===== src/rtl/core/pwfd_pkg.sv =====
// Shared types, codes and window helper for the pulse width frame decoder.
// No dependencies; every other file in rtl/core imports this package.
package pwfd_pkg;

  localparam int WIDTH_W          = 16;
  localparam int FRAME_W          = 32;
  localparam int STATUS_W         = 2;
  localparam int SYM_W            = 2;
  localparam int CFG_IDX_W        = 2;
  localparam int SYMBOLS_PER_BYTE = 4;
  localparam int SYMBOL_MAX       = 3;
  localparam int FRAME_BYTES_DEF  = 4;

  typedef logic [WIDTH_W-1:0]   width_t;
  typedef logic [FRAME_W-1:0]   frame_t;
  typedef logic [STATUS_W-1:0]  status_t;
  typedef logic [SYM_W-1:0]     sym_t;
  typedef logic [CFG_IDX_W-1:0] cfg_idx_t;

  // Result status codes
  localparam status_t ST_NONE  = 2'd0;
  localparam status_t ST_SYNC  = 2'd1;
  localparam status_t ST_FRAME = 2'd2;
  localparam status_t ST_ERROR = 2'd3;

  // Configuration register indexes
  localparam cfg_idx_t CFG_SYMBOL_BASE = 2'd0;
  localparam cfg_idx_t CFG_SYMBOL_TOL  = 2'd1;
  localparam cfg_idx_t CFG_SYNC_WIDTH  = 2'd2;
  localparam cfg_idx_t CFG_SYNC_TOL    = 2'd3;

  // Configuration reset values
  localparam width_t SYMBOL_BASE_RST = 16'd100;
  localparam width_t SYMBOL_TOL_RST  = 16'd25;
  localparam width_t SYNC_WIDTH_RST  = 16'd1000;
  localparam width_t SYNC_TOL_RST    = 16'd100;

  typedef struct packed {
    width_t symbol_base;
    width_t symbol_tol;
    width_t sync_width;
    width_t sync_tol;
  } cfg_t;

  typedef struct packed {
    logic sync_hit;
    logic sym_hit;
    sym_t sym;
  } match_t;

  // Low bound clamps at zero, high bound wraps at 16 bits
  function automatic logic in_window(width_t w, width_t target, width_t tol);
    width_t lo;
    width_t hi;
    lo = (target > tol) ? width_t'(target - tol) : '0;
    hi = width_t'(target + tol);
    return (w >= lo) && (w <= hi);
  endfunction

endpackage


===== src/rtl/core/pwfd_ifs.sv =====
// Valid/ready channel interfaces for the pulse width frame decoder.
// Depends on pwfd_pkg for payload types.
interface pwfd_in_if;
  import pwfd_pkg::*;
  logic   valid;
  logic   ready;
  width_t pulse_width_us;
  modport source(output valid, output pulse_width_us, input ready);
  modport sink(input valid, input pulse_width_us, output ready);
endinterface

interface pwfd_out_if;
  import pwfd_pkg::*;
  logic    valid;
  logic    ready;
  status_t status;
  frame_t  frame_data;
  modport source(output valid, output status, output frame_data, input ready);
  modport sink(input valid, input status, input frame_data, output ready);
endinterface


===== src/rtl/core/pwfd_match.sv =====
// Window matcher: sync window and the four symbol windows, first symbol wins.
// Depends on pwfd_pkg (cfg_t, match_t, in_window).
module pwfd_match (
  input  pwfd_pkg::width_t width_us,
  input  pwfd_pkg::cfg_t   cfg,
  output pwfd_pkg::match_t match
);
  import pwfd_pkg::*;

  width_t target [SYMBOL_MAX+1];
  logic   hit    [SYMBOL_MAX+1];

  // Symbol targets (k+1)*base, wrapped at 16 bits
  assign target[0] = cfg.symbol_base;
  assign target[1] = width_t'(cfg.symbol_base << 1);
  assign target[2] = width_t'(cfg.symbol_base + width_t'(cfg.symbol_base << 1));
  assign target[3] = width_t'(cfg.symbol_base << 2);

  always_comb begin
    for (int k = 0; k <= SYMBOL_MAX; k++) begin
      hit[k] = in_window(width_us, target[k], cfg.symbol_tol);
    end
  end

  // Lowest matching symbol takes priority
  always_comb begin
    match.sync_hit = in_window(width_us, cfg.sync_width, cfg.sync_tol);
    match.sym_hit  = 1'b0;
    match.sym      = '0;
    for (int k = SYMBOL_MAX; k >= 0; k--) begin
      if (hit[k]) begin
        match.sym_hit = 1'b1;
        match.sym     = sym_t'(k);
      end
    end
  end

endmodule


===== src/rtl/core/pulse_width_frame_decoder.sv =====
// Top level of the pulse width frame decoder: config registers, frame state, output buffer.
// Depends on pwfd_pkg, pwfd_ifs (pwfd_in_if, pwfd_out_if) and pwfd_match.
//
//   port      dir   beat contents
//   in_ch     sink  pulse_width_us (16 bits)
//   out_ch    src   status (2 bits), frame_data (32 bits)
//   cfg_*     in    cfg_we, cfg_index (2 bits), cfg_wdata (16 bits), no read-back
//
// One beat per cycle while in_ch.ready is high: a pulse width is matched and the frame state
// updated in the cycle it is taken; its result is registered in the output or skid register.
// Every input beat yields exactly one output beat.
// A skid register behind the output register lets one more beat in while out_ch
// stalls; in_ch.ready is low only while the skid register is full.
// Synchronous active-low reset restores the register defaults and disarms the decoder.
module pulse_width_frame_decoder #(
  parameter int FRAME_BYTES = pwfd_pkg::FRAME_BYTES_DEF
) (
  input  logic               clk,
  input  logic               rst_n,
  pwfd_in_if.sink            in_ch,
  pwfd_out_if.source         out_ch,
  input  logic               cfg_we,
  input  pwfd_pkg::cfg_idx_t cfg_index,
  input  pwfd_pkg::width_t   cfg_wdata
);
  import pwfd_pkg::*;

  localparam int FRAME_SYMBOLS = SYMBOLS_PER_BYTE * FRAME_BYTES;
  localparam int CNT_W         = $clog2(FRAME_SYMBOLS);
  localparam logic [CNT_W-1:0] CNT_LAST = CNT_W'(FRAME_SYMBOLS - 1);

  cfg_t             cfg_r;
  logic             armed_r,  armed_nxt;
  logic [CNT_W-1:0] count_r,  count_nxt;
  frame_t           accum_r,  accum_nxt;
  status_t          res_status;
  frame_t           res_data;
  frame_t           accum_or;
  match_t           match;
  logic             accept;

  logic    out_valid_r,  out_valid_nxt;
  status_t out_status_r, out_status_nxt;
  frame_t  out_data_r,   out_data_nxt;
  logic    skid_valid_r, skid_valid_nxt;
  status_t skid_status_r, skid_status_nxt;
  frame_t  skid_data_r,  skid_data_nxt;

  // Configuration registers
  always_ff @(posedge clk) begin
    if (!rst_n) begin
      cfg_r.symbol_base <= SYMBOL_BASE_RST;
      cfg_r.symbol_tol  <= SYMBOL_TOL_RST;
      cfg_r.sync_width  <= SYNC_WIDTH_RST;
      cfg_r.sync_tol    <= SYNC_TOL_RST;
    end else if (cfg_we) begin
      case (cfg_index)
        CFG_SYMBOL_BASE: cfg_r.symbol_base <= cfg_wdata;
        CFG_SYMBOL_TOL:  cfg_r.symbol_tol  <= cfg_wdata;
        CFG_SYNC_WIDTH:  cfg_r.sync_width  <= cfg_wdata;
        CFG_SYNC_TOL:    cfg_r.sync_tol    <= cfg_wdata;
        default: ;
      endcase
    end
  end

  pwfd_match u_match (
    .width_us (in_ch.pulse_width_us),
    .cfg      (cfg_r),
    .match    (match)
  );

  assign accept      = in_ch.valid && in_ch.ready;
  assign in_ch.ready = !skid_valid_r;

  // Place the symbol at bits 2i+1:2i; past bit 31 the shift drops it
  assign accum_or = accum_r | (FRAME_W'(match.sym) << {count_r, 1'b0});

  // Frame state update and result for the beat taken this cycle
  always_comb begin
    armed_nxt  = armed_r;
    count_nxt  = count_r;
    accum_nxt  = accum_r;
    res_status = ST_NONE;
    res_data   = '0;
    if (accept) begin
      if (match.sync_hit) begin
        armed_nxt  = 1'b1;
        count_nxt  = '0;
        accum_nxt  = '0;
        res_status = ST_SYNC;
      end else if (armed_r) begin
        if (!match.sym_hit) begin
          armed_nxt  = 1'b0;
          count_nxt  = '0;
          res_status = ST_ERROR;
        end else begin
          accum_nxt = accum_or;
          if (count_r == CNT_LAST) begin
            armed_nxt  = 1'b0;
            count_nxt  = '0;
            res_status = ST_FRAME;
            res_data   = accum_or;
          end else begin
            count_nxt = count_r + 1'b1;
          end
        end
      end
    end
  end

  // Output register with skid: refill from skid first, park new beat on stall
  always_comb begin
    out_valid_nxt   = out_valid_r;
    out_status_nxt  = out_status_r;
    out_data_nxt    = out_data_r;
    skid_valid_nxt  = skid_valid_r;
    skid_status_nxt = skid_status_r;
    skid_data_nxt   = skid_data_r;
    if (!out_valid_r || out_ch.ready) begin
      if (skid_valid_r) begin
        out_valid_nxt  = 1'b1;
        out_status_nxt = skid_status_r;
        out_data_nxt   = skid_data_r;
        skid_valid_nxt = 1'b0;
      end else if (accept) begin
        out_valid_nxt  = 1'b1;
        out_status_nxt = res_status;
        out_data_nxt   = res_data;
      end else begin
        out_valid_nxt = 1'b0;
      end
    end else if (accept) begin
      skid_valid_nxt  = 1'b1;
      skid_status_nxt = res_status;
      skid_data_nxt   = res_data;
    end
  end

  // Control state
  always_ff @(posedge clk) begin
    if (!rst_n) begin
      armed_r      <= 1'b0;
      count_r      <= '0;
      accum_r      <= '0;
      out_valid_r  <= 1'b0;
      skid_valid_r <= 1'b0;
    end else begin
      armed_r      <= armed_nxt;
      count_r      <= count_nxt;
      accum_r      <= accum_nxt;
      out_valid_r  <= out_valid_nxt;
      skid_valid_r <= skid_valid_nxt;
    end
  end

  // Payload holds
  always_ff @(posedge clk) begin
    out_status_r  <= out_status_nxt;
    out_data_r    <= out_data_nxt;
    skid_status_r <= skid_status_nxt;
    skid_data_r   <= skid_data_nxt;
  end

  assign out_ch.valid      = out_valid_r;
  assign out_ch.status     = out_status_r;
  assign out_ch.frame_data = out_data_r;

endmodule


===== src/flat_wrapper.sv =====
// flat-port wrapper written by rule: the top's interface ports become plain ports
module pulse_width_frame_decoder_flat import pwfd_pkg::*;
#(
  parameter int FRAME_BYTES = pwfd_pkg::FRAME_BYTES_DEF
)
  (clk, rst_n, cfg_we, cfg_index, cfg_wdata, in_ch_valid, in_ch_pulse_width_us, in_ch_ready, out_ch_valid, out_ch_status, out_ch_frame_data, out_ch_ready);
  pwfd_in_if in_ch_i ();
  pwfd_out_if out_ch_i ();
  input  logic clk;
  input  logic rst_n;
  input  logic cfg_we;
  input  pwfd_pkg::cfg_idx_t cfg_index;
  input  pwfd_pkg::width_t cfg_wdata;
  input wire logic [$bits(in_ch_i.valid)-1:0] in_ch_valid;
  input wire logic [$bits(in_ch_i.pulse_width_us)-1:0] in_ch_pulse_width_us;
  output wire logic [$bits(in_ch_i.ready)-1:0] in_ch_ready;
  output wire logic [$bits(out_ch_i.valid)-1:0] out_ch_valid;
  output wire logic [$bits(out_ch_i.status)-1:0] out_ch_status;
  output wire logic [$bits(out_ch_i.frame_data)-1:0] out_ch_frame_data;
  input wire logic [$bits(out_ch_i.ready)-1:0] out_ch_ready;
  assign in_ch_i.valid = in_ch_valid;
  assign in_ch_i.pulse_width_us = in_ch_pulse_width_us;
  assign in_ch_ready = in_ch_i.ready;
  assign out_ch_valid = out_ch_i.valid;
  assign out_ch_status = out_ch_i.status;
  assign out_ch_frame_data = out_ch_i.frame_data;
  assign out_ch_i.ready = out_ch_ready;
  pulse_width_frame_decoder #(.FRAME_BYTES(FRAME_BYTES)) u_core (.clk(clk), .rst_n(rst_n), .in_ch(in_ch_i), .out_ch(out_ch_i), .cfg_we(cfg_we), .cfg_index(cfg_index), .cfg_wdata(cfg_wdata));
endmodule

===== config.mk =====
export PLATFORM = sky130hd
export DESIGN_NAME = pulse_width_frame_decoder_flat
export DESIGN_NICKNAME = d
export VERILOG_FILES = /design/src/rtl/core/pwfd_pkg.sv /design/src/rtl/core/pwfd_ifs.sv /design/src/rtl/core/pwfd_match.sv /design/src/rtl/core/pulse_width_frame_decoder.sv /design/src/flat_wrapper.sv
export SDC_FILE = /design/constraint.sdc
export NUM_CORES = 1
export LEC_CHECK = 0
export ABC_CLOCK_PERIOD_IN_PS = 7800
export BUFFER_PORTS_ARGS = -buffer_cell sky130_fd_sc_hd__buf_2
export CAP_MARGIN = 5
export CELL_PAD_IN_SITES_DETAIL_PLACEMENT = 0
export CELL_PAD_IN_SITES_GLOBAL_PLACEMENT = 2
export CORE_ASPECT_RATIO = 0.7
export CORE_MARGIN = 2
export CORE_UTILIZATION = 39
export CTS_CLUSTER_DIAMETER = 120
export DETAILED_ROUTE_END_ITERATION = 7
export GPL_TIMING_DRIVEN = 0
export PLACE_DENSITY = 0.79
export SKIP_CTS_REPAIR_TIMING = 1
export SYNTH_ARGS = -nofsm -noshare
export SYNTH_HDL_FRONTEND = slang
export SYNTH_HIERARCHICAL = 1
export SYNTH_SLANG_ARGS = --single-unit

===== constraint.sdc =====
create_clock -name clk -period 7.8 [get_ports clk]
set_input_delay 1.17 -clock clk [delete_from_list [all_inputs] [get_ports clk]]
set_output_delay 1.17 -clock clk [all_outputs]
set_load 0.1 [all_outputs]

* After elaboration in Yosys (flattened, before gate mapping)
Index checks and enable logic that the tools add are counted.
** Word-level totals
- Input port bits :: 39
- Output and inout bits :: 36
- Bits in registers :: 171
** Cells by class
- Reduce and logical (&&, ||, !) cells :: 22
- Magnitude comparators :: 15
- Mux-type cells :: 34
- Add/subtract/negate cells :: 12
- Equal/unequal tests :: 4
- Bitwise operators :: 3
- Shifts and indexed selects :: 1
** Operators with widths (number)
- $mux W32 :: 9
- $add A16 B16 Y16 :: 6
- $ge A16 B16 Y1 :: 5
- $gt A16 B16 Y1 :: 5
- $le A16 B16 Y1 :: 5
- $mux W16 :: 5
- $sub A16 B16 Y16 :: 5
- $or A32 B32 Y32 :: 1
- $shl A2 B5 Y32 :: 1
- $mux W4 :: 4
- $reduce_and A2 Y1 :: 7
- $mux W2 :: 6
- $mux W3 :: 4
- $logic_and A1 B1 Y1 :: 6
- $mux W1 :: 6
- $reduce_bool A2 Y1 :: 3
- $add A4 B1 Y4 const B :: 1
- $eq A2 B2 Y1 const B :: 2
- $eq A4 B4 Y1 const B :: 1
- $reduce_and A3 Y1 :: 1
- $eq A2 B1 Y1 const B :: 1
- $logic_not A1 Y1 :: 2
- $logic_not A2 Y1 :: 1
- $not A1 Y1 :: 2
- 2 further kinds :: 2

* Depth between registers and ports, before layout
Gate-level depths: netlist of the first run.
- Word-level depth :: 16
- Depth in mapped cells :: 34
- Depth with buffers taken out :: 30

* Cells and area by module
The synthesis of the first run kept the hierarchy.
** By module, submodules not included
- pwfd_match :: times used 1, area an instance 11319.6 sq um, cells an instance 1539
- pulse_width_frame_decoder :: times used 1, area an instance 6621.4 sq um, cells an instance 680

* Worst setup path after synthesis of the first run
No wires, ideal clock.
- Kind :: register to register
- From :: register u_core/cfg_r[49] (netlist name)
- To :: register u_core.skid_data_r[10] (data pin)
- Stages on the path, launching flop included :: 33
- Arrival :: 5.784 ns
- Data required time :: 7.543 ns
- Path buffers :: 3
- Setup slack :: 1.759 ns
- Cells stage by stage :: dfxtp_1 > ha_1 > inv_1 > fa_1 > nor2b_1 > o31a_1 > o211ai_1 > nand2_1 > a21oi_1 > xnor2_1 > ha_1 > buf_2 > and2_1 > nand3_1 > o21ai_1 > o211a_1 > nor4_2 > nor3_2 > buf_2 > nand2_1 > ha_1 > a21o_1 > a211oi_1 > o211ai_1 > a21oi_1 > o21ai_0 > o21ai_0 > nor2b_1 > nand3b_1 > nor2b_1 > nand3_1 > buf_2 > nor2_1
** RTL lines
- from (decl) :: line pulse_width_frame_decoder.sv:32 : cfg_t cfg_r;
- to (signal assigned) :: line pulse_width_frame_decoder.sv:162 : skid_data_r <= skid_data_nxt;
- to (decl) :: line pulse_width_frame_decoder.sv:47 : frame_t skid_data_r, skid_data_nxt;

==> results of run 1 <==
area by class of cell:
cell class	instances	share of cell area
Buffer	110	0.0285
Timing Repair Buffer	76	0.0216
Clock buffer	19	0.0220
Clock inverter	13	0.00483
Inverter	106	0.0202
Multi-Input combinational cell	1832	0.655
Tap cell	603	0.0383
Sequential cell	171	0.209
cells in the mapped netlist, drive strengths merged (25+ instances only):
cell / instances / area, µm²
edfxtp: 68 / 2040
nor3: 46 / 240
nand3: 45 / 240
xor2: 33 / 289
a31oi: 45 / 294
nand2b: 35 / 221
inv: 106 / 398
o21bai: 25 / 188
nor2: 206 / 776
xnor2: 93 / 815
ha: 322 / 4030
a21oi: 218 / 1100
nand4: 36 / 231
nand2: 272 / 1030
dfxtp: 103 / 2060
o21ai: 114 / 578
nor2b: 31 / 194
buf: 61 / 373
clkbuf: 49 / 188
a21o: 50 / 377
registers in the layout, summed over array words and instances, names as in the netlist:
name	flops
u_core/count_r	4
u_core/skid_status_r	2
u_core/skid_data_r	32
u_core/skid_valid_r	1
u_core/armed_r	1
u_core/cfg_r	64
u_core/out_ch.status	2
u_core/out_ch.frame_data	32
u_core/accum_r	32
u_core/out_ch.valid	1
worst reg2reg max path: cells and delay by family (launching register included):
family / cells / cell delay (ns)
flops: 1 / 0.90
compound gates: 6 / 1.09
buf+inv: 3 / 1.02
simple gates: 10 / 3.48
fa+ha+maj: 2 / 0.62
layer usage:
layer / vias to the layer above / track usage
met3: 39 / 0.0295
met1: 7967 / 0.420
met4: 0 / 0.0411
met5: - / 0
met2: 449 / 0.385
li1: 8135 / -
power by group through the flow:
stage	clock network [mW]	registers [mW]	logic [mW]
finish	0.777	0.999	1.42
global route	0.827	1.00	1.57
CTS	0.790	1.00	1.39
detailed placement	0	1.02	1.38
global placement	0	1.02	1.36
floorplan	0	1.08	0.943
per-stage QoR:
step           instances  area (µm²)  setup slack (ns)  utilization
2_1_floorplan       2219       17900              1.76            -
3_5_place_dp        2895       19100            -0.771        0.423
3_3_place_gp        2893       19100            -0.735        0.421
5_1_grt             2930       19700            0.0430        0.436
4_1_cts             2927       19600            -0.819        0.434
6_report            2930       19700             0.525        0.436
worst paths after layout:
path	from	endpoint	slack (ns)	depth (start not counted)
setup reg to reg	u_core/cfg_r[35]	u_core/skid_data_r[27]	0.52	21
setup / recovery	u_core/cfg_r[35]	u_core/skid_data_r[27]	0.52	21
hold / removal	u_core/cfg_r[31]	u_core/cfg_r[31]	0.47	2
hold reg to reg	u_core/cfg_r[31]	u_core/cfg_r[31]	0.47	2
layout by cell type, fill, tap and decap left out, types with 43 or more instances in the layout:
cell	instances
a21o_1	49
a21oi_1	215
a31oi_1	43
buf_2	111
clkbuf_1	47
dfxtp_1	97
edfxtp_1	68
ha_1	322
inv_1	103
nand2_1	269
nor2_1	204
nor3_1	44
o21ai_0	75
xnor2_1	93
cells by family after synthesis:
logic type / count (synthesis) / synth area share
xor gates and xnor gates: 126 / 0.0615
adders and majority gates: 332 / 0.236
muxes: 3 / 0.00181
and+or+nand+nor: 766 / 0.205
AOI/OAI and AO/OA: 605 / 0.214
buffers and inverters: 216 / 0.0534
DFF: 171 / 0.229
==> results by group, run 1 <==
Route
  – Top sig layer: met4
  – Routed wl met3: 3450 µm
  – DRT met1 WL: between 30000 and 40000 µm
  – # DRC: 0
  – Drt total wl: around 64000 µm
  – Via density: ~5.7
  – Metal2 WL: ~26000 µm
  – Initial drt markers: 1541
  – DR WL/cell: 21.7 µm
  – DRT Pass-1 Iters: 5
  – Post-DRT Antenna Nets: 0
  – Vias: 16590

Power
  – Cell Int Power: between 1.5 and 2 mW
  – Combinational power share: 0.444
  – Net switching power: 1.29 mW
  – Peak VDD IR: ~160 µV
  – Pwr Density: between 150 and 200 nW/µm²
  – Net Sw Frac: 0.405
  – Clock Power Share: 0.243
  – Leak pwr: around 8.3 nW
  – Sequential fraction of design power: 0.313
  – Power, Total: around 3.2 mW

Timing
  – Slew Limit Fails: 0
  – Hold slack: ~0.47 ns
  – Final hold violation count: 0
  – Ratio of final minimum period to clock period: 0.933
  – Clock skew: roughly 0.0084 ns
  – Setup TNS: 0 ns
  – Setup Viol. Count Final: 0
  – Unrepaired setup endpoints after global routing: false
  – Worst Tran Pin Value: 0.889 ns
  – Worst slew margin: 0.407
  – Crit path time final: around 7.3 ns
  – Max Clk Rate: 0.137 GHz

Global route
  – Antenna violations before repair: 0
  – Global-route wire length before repair: approximately 95000 µm
  – Grt ovf: 0
  – Largest net degree at the start of global routing: 29
  – Vias in the first global route: 15325
  – Gr usage total: 0.265

Worst setup path
  – Worst endpoint required time: about 8 ns
  – Setup CP Type: reg -> reg
  – Critical path peak fanout: 10
  – Crit-path slowest cell: dfxtp_1
  – Critical path buffer and inverter count: 3
  – Critical path endpoint category: register
  – Crit start category: register
  – CP max stage delay: ~0.90 ns
  – WP data arrival: ~7.6 ns
  – Crit-path cells: inv_1 > ha_1 > buf_2 > or2_0 > o22ai_1 > o41ai_1 > or4_1 > o221ai_1 > o21ai_0 > a211oi_1 > ha_1 > nand4_1 > or3_1 > nor4_1 > a21oi_1 > nor2_1 > nand3b_1 > nor2b_1 > nand3_1 > buf_2 > nor2_1
  – Crit-path leading delay family: simple AND/OR/NAND/NOR gates

Clock network
  – Clock sinks: roughly 170
  – Root buf cell: clkbuf_16
  – CTS tree: built
  – CTS clk-pin slew, worst paths: around 0.070 ns
  – CTS Buf Count: 17
  – Clock buffer depth: 2
  – Clk Latency, worst-skew pair: 0.43 ns
  – H-tree Lvls: 4

Final layout
  – Antenna diodes: 0
  – Nets@finish: 2685
  – Area Growth Syn to Fin: 9.81%
  – Register area: approximately 4100 µm²
  – Area of the multi-input gates: ~13000 µm²
  – Layout cell share with drive strength beyond 1: 0.0980
  – Fill count: between 4000 and 5000

Die
  – Core Box Area: about 45000 µm²
  – Row Count: 65
  – Die X-Extent: approximately 260 µm
  – Die height: approximately 180 µm
  – Ports: 75
  – Starting density of the core: 0.397
  – Die area: ~48000 µm²

Synth
  – Post-synth ARST share: 0
  – Synth Flop Type: dfxtp_1
  – Post-synth EDFFs: 68
  – Cell variety after synth: a little under 100
  – Synthesized area: around 18000 µm²
  – Mapped Cells: approximately 2200
  – Average size of a mapped cell: 8.09 µm²
  – Ys Warns: 6
  – Post-synthesis sequential area ratio: 0.229
  – Syn_nets: approximately 2600
  – Synthesis-stage register bit count: around 170

Hold path
  – Hold Path Class: reg -> reg

Place
  – Hpwl dp: 49600 µm
  – IO buf count: 71
  – Gpl congestion: a little under 0.9

Job
  – Max-cap check violation count: 0

Outcome
  – Status: completed
No activity file was read; power rests on OpenSTA's default activity.
==> run 2, diff against run 1 <==
--- a/config.mk
+++ b/config.mk
@@ -5,14 +5,14 @@
 export SDC_FILE = /design/constraint.sdc
 export NUM_CORES = 1
 export LEC_CHECK = 0
-export ABC_CLOCK_PERIOD_IN_PS = 7800
+export ABC_AREA = 1
 export BUFFER_PORTS_ARGS = -buffer_cell sky130_fd_sc_hd__buf_2
 export CAP_MARGIN = 5
 export CELL_PAD_IN_SITES_DETAIL_PLACEMENT = 0
 export CELL_PAD_IN_SITES_GLOBAL_PLACEMENT = 2
 export CORE_ASPECT_RATIO = 0.7
 export CORE_MARGIN = 2
-export CORE_UTILIZATION = 39
+export CORE_UTILIZATION = 36
 export CTS_CLUSTER_DIAMETER = 120
 export DETAILED_ROUTE_END_ITERATION = 7
 export GPL_TIMING_DRIVEN = 0
==> constraint.sdc (replaced) <==
create_clock -name clk -period 7.8 [get_ports clk]
set_input_delay 1.56 -clock clk [delete_from_list [all_inputs] [get_ports clk]]
set_output_delay 1.56 -clock clk [all_outputs]
set_load 0.1 [all_outputs]
==> results by group, run 2 <==
Power
  – Peak VDD IR: ~160 µV
  – Leak pwr: 10.9 nW
  – Pwr Density: approximately 180 nW/µm²

Clock network
  – Root buf cell: clkbuf_16
  – CTS Buf Count: 17
  – CTS clk-pin slew, worst paths: 0.07 ns
  – Clock sinks: ~170
  – Clk Latency, worst-skew pair: approximately 0.44 ns
  – Clock buffer depth: 2
  – CTS tree: built
  – H-tree Lvls: 4

Synth
  – Yosys top cell area share: 0.207
  – Most common cell in the netlist: nand2_1
  – Cell variety after synth: 54
  – Post-synth EDFFs: a little under 70
  – Top post-synthesis cells by area: ha_1, nand2_1, dfxtp_1, edfxtp_1, inv_1
  – Commonest cells post-synth: nand2_1, inv_1, nor2_1, ha_1, nand3_1
  – Mapped Cells: approximately 2900
  – Average size of a mapped cell: about 6.7 µm²
  – Synthesized area: around 19000 µm²
  – Synthesis-stage register bit count: around 170
  – Post-synthesis sequential area ratio: 0.210
  – Syn_nets: around 3300
  – Synth Flop Type: dfxtp_1
  – Ys Warns: 6
  – Yosys top cell by area: ha_1
  – Post-synth ARST share: 0

Timing
  – Final hold violation count: 0
  – Slew Limit Fails: 0
  – Crit path time final: 7.44 ns
  – Max Clk Rate: ~0.13 GHz
  – Setup Viol. Count Final: 0
  – Setup TNS: 0 ns
  – Worst slew margin: 0.407
  – Clock skew: around 0.014 ns
  – Ratio of final minimum period to clock period: 0.954
  – Unrepaired setup endpoints after global routing: false
  – Setup ws final: approximately 0.36 ns
  – Worst Tran Pin Value: 0.889 ns

Global route
  – Gr busiest metal: met1
  – Gr usage total: 0.258
  – Met2 Resource Use GR: 0.359
  – Global-route wire length before repair: between 100000 and 150000 µm
  – Vias in the first global route: between 15000 and 20000
  – Antenna violations before repair: 1
  – Met1 Track Usage GR: 0.404
  – Largest net degree at the start of global routing: 25
  – Grt ovf: 0
  – Met3 Track Usage GR: 0.0519

Die
  – Ports: 75
  – Core Box Area: between 50000 and 60000 µm²
  – Die X-Extent: between 200 and 300 µm
  – Row Count: 71
  – Starting density of the core: 0.363
  – Die height: between 150 and 200 µm
  – Die area: roughly 56000 µm²

Route
  – Post-DRT Antenna Nets: 0
  – Drt total wl: between 70000 and 80000 µm
  – # DRC: 0
  – Via density: roughly 5.2
  – DR WL/cell: 19.5 µm
  – Initial drt markers: 1683
  – Vias: about 19000
  – DRT Pass-1 Iters: 5

Final layout
  – Max reg flops: between 60 and 70
  – Nets@finish: 3371
  – Most frequent cells in the layout: nand2_1, inv_1, nor2_1
  – Commonest non-fill, non-tap cell in the layout: nand2_1
  – Layout cell share with drive strength beyond 1: 0.0923
  – Reg with most FFs: u_core/cfg_r
  – Area Growth Syn to Fin: 10.2%
  – Fill count: around 5800
  – Final instance area: around 21000 µm²
  – Fin util: 0.400

Worst setup path
  – WP data arrival: 7.74 ns
  – Critical path peak fanout: 10
  – Most used cell, CP: nand2_1
  – Critical path endpoint category: register
  – Worst endpoint required time: ~8 ns
  – CP max stage delay: between 0.7 and 0.8 ns
  – Crit start category: register
  – Setup CP Type: reg -> reg
  – Crit-path slowest cell: dfxtp_1

Job
  – Max-cap check violation count: 0

Place
  – Hpwl dp: between 50000 and 60000 µm
  – Gpl congestion: 0.930
  – IO buf count: 73
  – Post-DP Area: between 20000 and 25000 µm²
  – Place WS: between 0.2 and 0.3 ns

Hold path
  – Hold Path Class: reg -> reg

Outcome
  – Status: completed
[run 2: final timing paths]
path / startpoint / to / slack (ns) / depth (start not counted)
max: u_core/cfg_r[48] / u_core/out_ch.frame_data[29] / 0.36 / 32
min reg2reg: u_core/accum_r[14] / u_core/accum_r[14] / 0.47 / 2
min: u_core/accum_r[14] / u_core/accum_r[14] / 0.47 / 2
max reg2reg: u_core/cfg_r[48] / u_core/out_ch.frame_data[29] / 0.36 / 32
[run 2: cells by family after synthesis]
kind of cell | synth area share
AND/OR/NAND/NOR | 0.322
buffers and inverters | 0.0953
AO/OA/AOI/OAI | 0.126
adder cells (fa/ha/maj) | 0.217
flip-flops | 0.210
XOR/XNOR | 0.0292
[run 2: area by class of cell]
cell class	instances	area (µm²)	area share
Inverter	358	1350	0.0626
Antenna cell	1	2.50	0.000116
Tap cell	730	913	0.0425
Sequential cell	171	4110	0.191
Clock buffer	19	433	0.0201
Timing Repair Buffer	75	405	0.0189
Multi-Input combinational cell	2288	13600	0.631
Buffer	89	512	0.0238
Clock inverter	13	214	0.00996
[run 2: per-layer routing]
layer / share of wire / wire length, µm / vias to the layer above
met5: 0 / 0 / -
met4: 0.014 / 1040 / 0
met3: 0.072 / 5220 / 55
met2: 0.39 / 28100 / 532
met1: 0.53 / 38500 / 8993
li1: - / - / 9755
[run 2: worst max-delay path: cells and delay by family, from the launching register on]
kind | cells | cell delay (ns)
buffers and inverters | 5 | 0.68
AND/OR/NAND/NOR | 17 | 3.00
adder cells (fa/ha/maj) | 4 | 1.28
AO/OA/AOI/OAI | 6 | 1.58
flip-flops | 1 | 0.73
[run 2: metrics by stage]
| step | std cells | total power, mW | hold WS [ns] |
|---|---|---|---|
| after floorplan | 2906 | 2.34 | 0.441 |
| after global placement | 3709 | 2.83 | 0.449 |
| after detailed placement | 3711 | 2.86 | 0.459 |
| after CTS | 3743 | 3.82 | 0.469 |
| after global routing | 3743 | 4.11 | 0.496 |
| final | 3744 | 3.82 | 0.470 |
[run 2: power breakdown]
| group | switching (mW) | total (mW) | internal, mW |
|---|---|---|---|
| clock | 0.381 | 0.954 | 0.573 |
| combinational | 1.24 | 1.84 | 0.603 |
| sequential | 0.0573 | 1.02 | 0.964 |
==> run 3, diff against run 2 <==
--- a/config.mk
+++ b/config.mk
@@ -12,7 +12,7 @@
 export CELL_PAD_IN_SITES_GLOBAL_PLACEMENT = 2
 export CORE_ASPECT_RATIO = 0.7
 export CORE_MARGIN = 2
-export CORE_UTILIZATION = 36
+export CORE_UTILIZATION = 37
 export CTS_CLUSTER_DIAMETER = 120
 export DETAILED_ROUTE_END_ITERATION = 7
 export GPL_TIMING_DRIVEN = 0
@@ -20,5 +20,4 @@
 export SKIP_CTS_REPAIR_TIMING = 1
 export SYNTH_ARGS = -nofsm -noshare
 export SYNTH_HDL_FRONTEND = slang
-export SYNTH_HIERARCHICAL = 1
 export SYNTH_SLANG_ARGS = --single-unit
==> results by group, run 3 <==
Power
  – Cell Int Power: ~2.0 mW
  – Net Sw Frac: 0.463
  – Combinational power share: 0.480
  – Power, Total: 3.69 mW
  – Clock Power Share: 0.246
  – Leak pwr: ~9.6 nW
  – Net switching power: around 1.7 mW
  – Sequential fraction of design power: 0.275
  – Peak VDD IR: 142 µV
  – Pwr Density: 183 nW/µm²

Hold path
  – Hold Path End: u_core.accum_r[15]
  – Hold Path Class: reg -> reg
  – HP Start: u_core.accum_r[15]
  – Number of cells on the worst hold path: 2

Route
  – Vias: roughly 18000
  – DR WL/cell: 19.9 µm
  – Via density: between 5 and 6
  – DRT Pass-1 Iters: 7
  – Initial drt markers: 1423
  – Drt total wl: 66900 µm
  – Post-DRT Antenna Nets: 0
  – # DRC: 0

Timing
  – Crit path time final: between 7 and 8 ns
  – Slew Limit Fails: 0
  – Unrepaired setup endpoints after global routing: false
  – Max Clk Rate: approximately 0.14 GHz
  – Worst slew margin: 0.362
  – Clock skew: 0.0182 ns
  – Setup TNS: 0 ns
  – Ratio of final minimum period to clock period: 0.936
  – Setup Viol. Count Final: 0
  – Worst Tran Pin Value: 0.955 ns
  – Hold slack: 0.453 ns
  – Final hold violation count: 0

Synth
  – Mapped Cells: between 2000 and 3000
  – Commonest cells post-synth: nand2_1, ha_1, a21oi_1, inv_1, nor2_1
  – Ys Warns: 0
  – Synthesis-stage register bit count: 171
  – Most common cell in the netlist: nand2_1
  – Cell variety after synth: just under 60
  – Syn_nets: 2964
  – Synth Flop Type: dfxtp_1
  – Synthesized area: about 18000 µm²
  – Top post-synthesis cells by area: ha_1, dfxtp_1, edfxtp_1, nand2_1, a21oi_1
  – Yosys top cell area share: 0.219
  – Yosys top cell by area: ha_1
  – Average size of a mapped cell: 7.09 µm²
  – Post-synth ARST share: 0
  – Post-synth EDFFs: around 70
  – Post-synthesis sequential area ratio: 0.223

Worst setup path
  – Crit-path slowest cell: dfxtp_1
  – RR Startpoint: u_core.cfg_r[49]
  – CP max stage delay: roughly 0.8 ns
  – WP data arrival: between 7 and 8 ns
  – Reg-to-reg slack, setup: approximately 0.5 ns
  – Most used cell, CP: nand2_1
  – Worst endpoint required time: 8.13 ns
  – R2r endpoint: u_core.out_ch.frame_data[25]
  – Critical path peak fanout: 13
  – Critical path endpoint category: register
  – Setup CP Type: reg -> reg
  – Worst-case reg-to-reg path depth: 35
  – Crit start category: register

Clock network
  – CTS clk-pin slew, worst paths: 0.08 ns
  – Clk Latency, worst-skew pair: 0.47 ns
  – CTS tree: built
  – Clock sinks: between 150 and 200
  – CTS Buf Count: 17
  – Root buf cell: clkbuf_16
  – Clock buffer depth: 2
  – H-tree Lvls: 4

Place
  – IO buf count: between 70 and 80
  – Gpl congestion: 0.919
  – Hpwl dp: approximately 54000 µm

Final layout
  – Antenna diodes: 0
  – Layout cell share with drive strength beyond 1: 0.0845
  – Max reg flops: 64
  – Reg with most FFs: u_core.cfg_r
  – Area Growth Syn to Fin: 9.96%
  – Most frequent cells in the layout: nand2_1, ha_1, a21oi_1
  – Nets@finish: about 3100
  – Commonest non-fill, non-tap cell in the layout: nand2_1

Die
  – Die X-Extent: between 200 and 300 µm
  – Starting density of the core: 0.374
  – Die height: between 150 and 200 µm
  – Row Count: 68
  – Die area: between 50000 and 60000 µm²
  – Ports: 75
  – Core Box Area: 49200 µm²

Global route
  – Vias in the first global route: between 15000 and 20000
  – Grt ovf: 0
  – Gr usage total: 0.259
  – Antenna violations before repair: 2
  – Global-route wire length before repair: 101000 µm
  – Largest net degree at the start of global routing: 35

Outcome
  – Status: completed

Job
  – Max-cap check violation count: 0
run 3: changes by cell type in the layout (fill, tap and decap cells not counted), moves of 9 or more:
cell,before,now
xor2_1,59,78
buf_2,125,90
clkbuf_1,18,63
o21ai_1,11,37
nor2_1,336,236
a21oi_1,210,281
inv_1,344,263
nand2_1,707,505
nand4_1,54,45
nand3_2,18,2
a21oi_2,3,22
nand3_1,221,166
run 3: through the flow:
stage	instances	util	area, µm²	worst slack, ns
after floorplan	2593	-	18400	2.47
after global routing	3363	0.411	20200	0.0547
final	3363	0.411	20200	0.501
after CTS	3363	0.411	20200	0.636
after detailed placement	3331	0.398	19600	0.685
after global placement	3331	0.398	19600	0.656
run 3: layout make-up:
| cell class | instances | area [µm²] |
|---|---|---|
| buffer | 95 | 432 |
| clock buffer | 17 | 425 |
| clock inverter | 15 | 191 |
| fill | 5283 | 29000 |
| inverter | 283 | 1070 |
| multi-input combinational | 2044 | 12800 |
| sequential | 171 | 4100 |
| tap | 665 | 832 |
| timing repair buffer | 73 | 365 |
run 3: routing by layer:
metal | part of all wire | global-route usage | wire length [µm] | vias up
met4 | 0.016 | 0.0535 | 1050 | 0
met1 | 0.54 | 0.406 | 36500 | 8279
met2 | 0.39 | 0.375 | 26300 | 393
li1 | - | - | - | 8981
met3 | 0.047 | 0.0303 | 3110 | 59
met5 | 0 | 0 | 0 | -
run 3: critical path: cells and delay by family (launching register included):
| family | cells | cell delay (ns) |
|---|---|---|
| DFF | 1 | 0.82 |
| adders and majority gates | 4 | 1.18 |
| buffers and inverters | 3 | 0.46 |
| xor gates and xnor gates | 1 | 0.14 |
| AOI/OAI and AO/OA | 8 | 1.64 |
| and+or+nand+nor | 19 | 2.92 |
run 3: worst max path at each step:
stage                     slack, ns                           end             start
after CTS                      0.64  u_core.out_ch.frame_data[25]  u_core.cfg_r[49]
after floorplan                2.47        u_core.skid_data_r[26]  u_core.cfg_r[49]
after global placement         0.66  u_core.out_ch.frame_data[25]  u_core.cfg_r[49]
after global routing           0.05  u_core.out_ch.frame_data[25]  u_core.cfg_r[49]
final                          0.50  u_core.out_ch.frame_data[25]  u_core.cfg_r[49]
after detailed placement       0.69  u_core.out_ch.frame_data[25]  u_core.cfg_r[49]
run 3: power groups by stage:
stage	logic [mW]	registers [mW]	clock network (mW)
after global placement	1.73	1.03	0
after floorplan	1.22	1.09	0
after CTS	1.76	1.01	0.919
after global routing	2.01	1.02	0.951
final	1.77	1.01	0.906
after detailed placement	1.75	1.03	0
run 3: logic make-up (layout without fill, tap and decap cells):
family | Yosys count | after routing | share of synthesized area
AND/OR/NAND/NOR | 1047 | 1047 | 0.245
AO/OA/AOI/OAI | 581 | 581 | 0.179
buffers and inverters | 378 | 483 | 0.0816
adder cells (fa/ha/maj) | 332 | 332 | 0.230
flip-flops | 171 | 171 | 0.223
XOR/XNOR | 84 | 84 | 0.0400
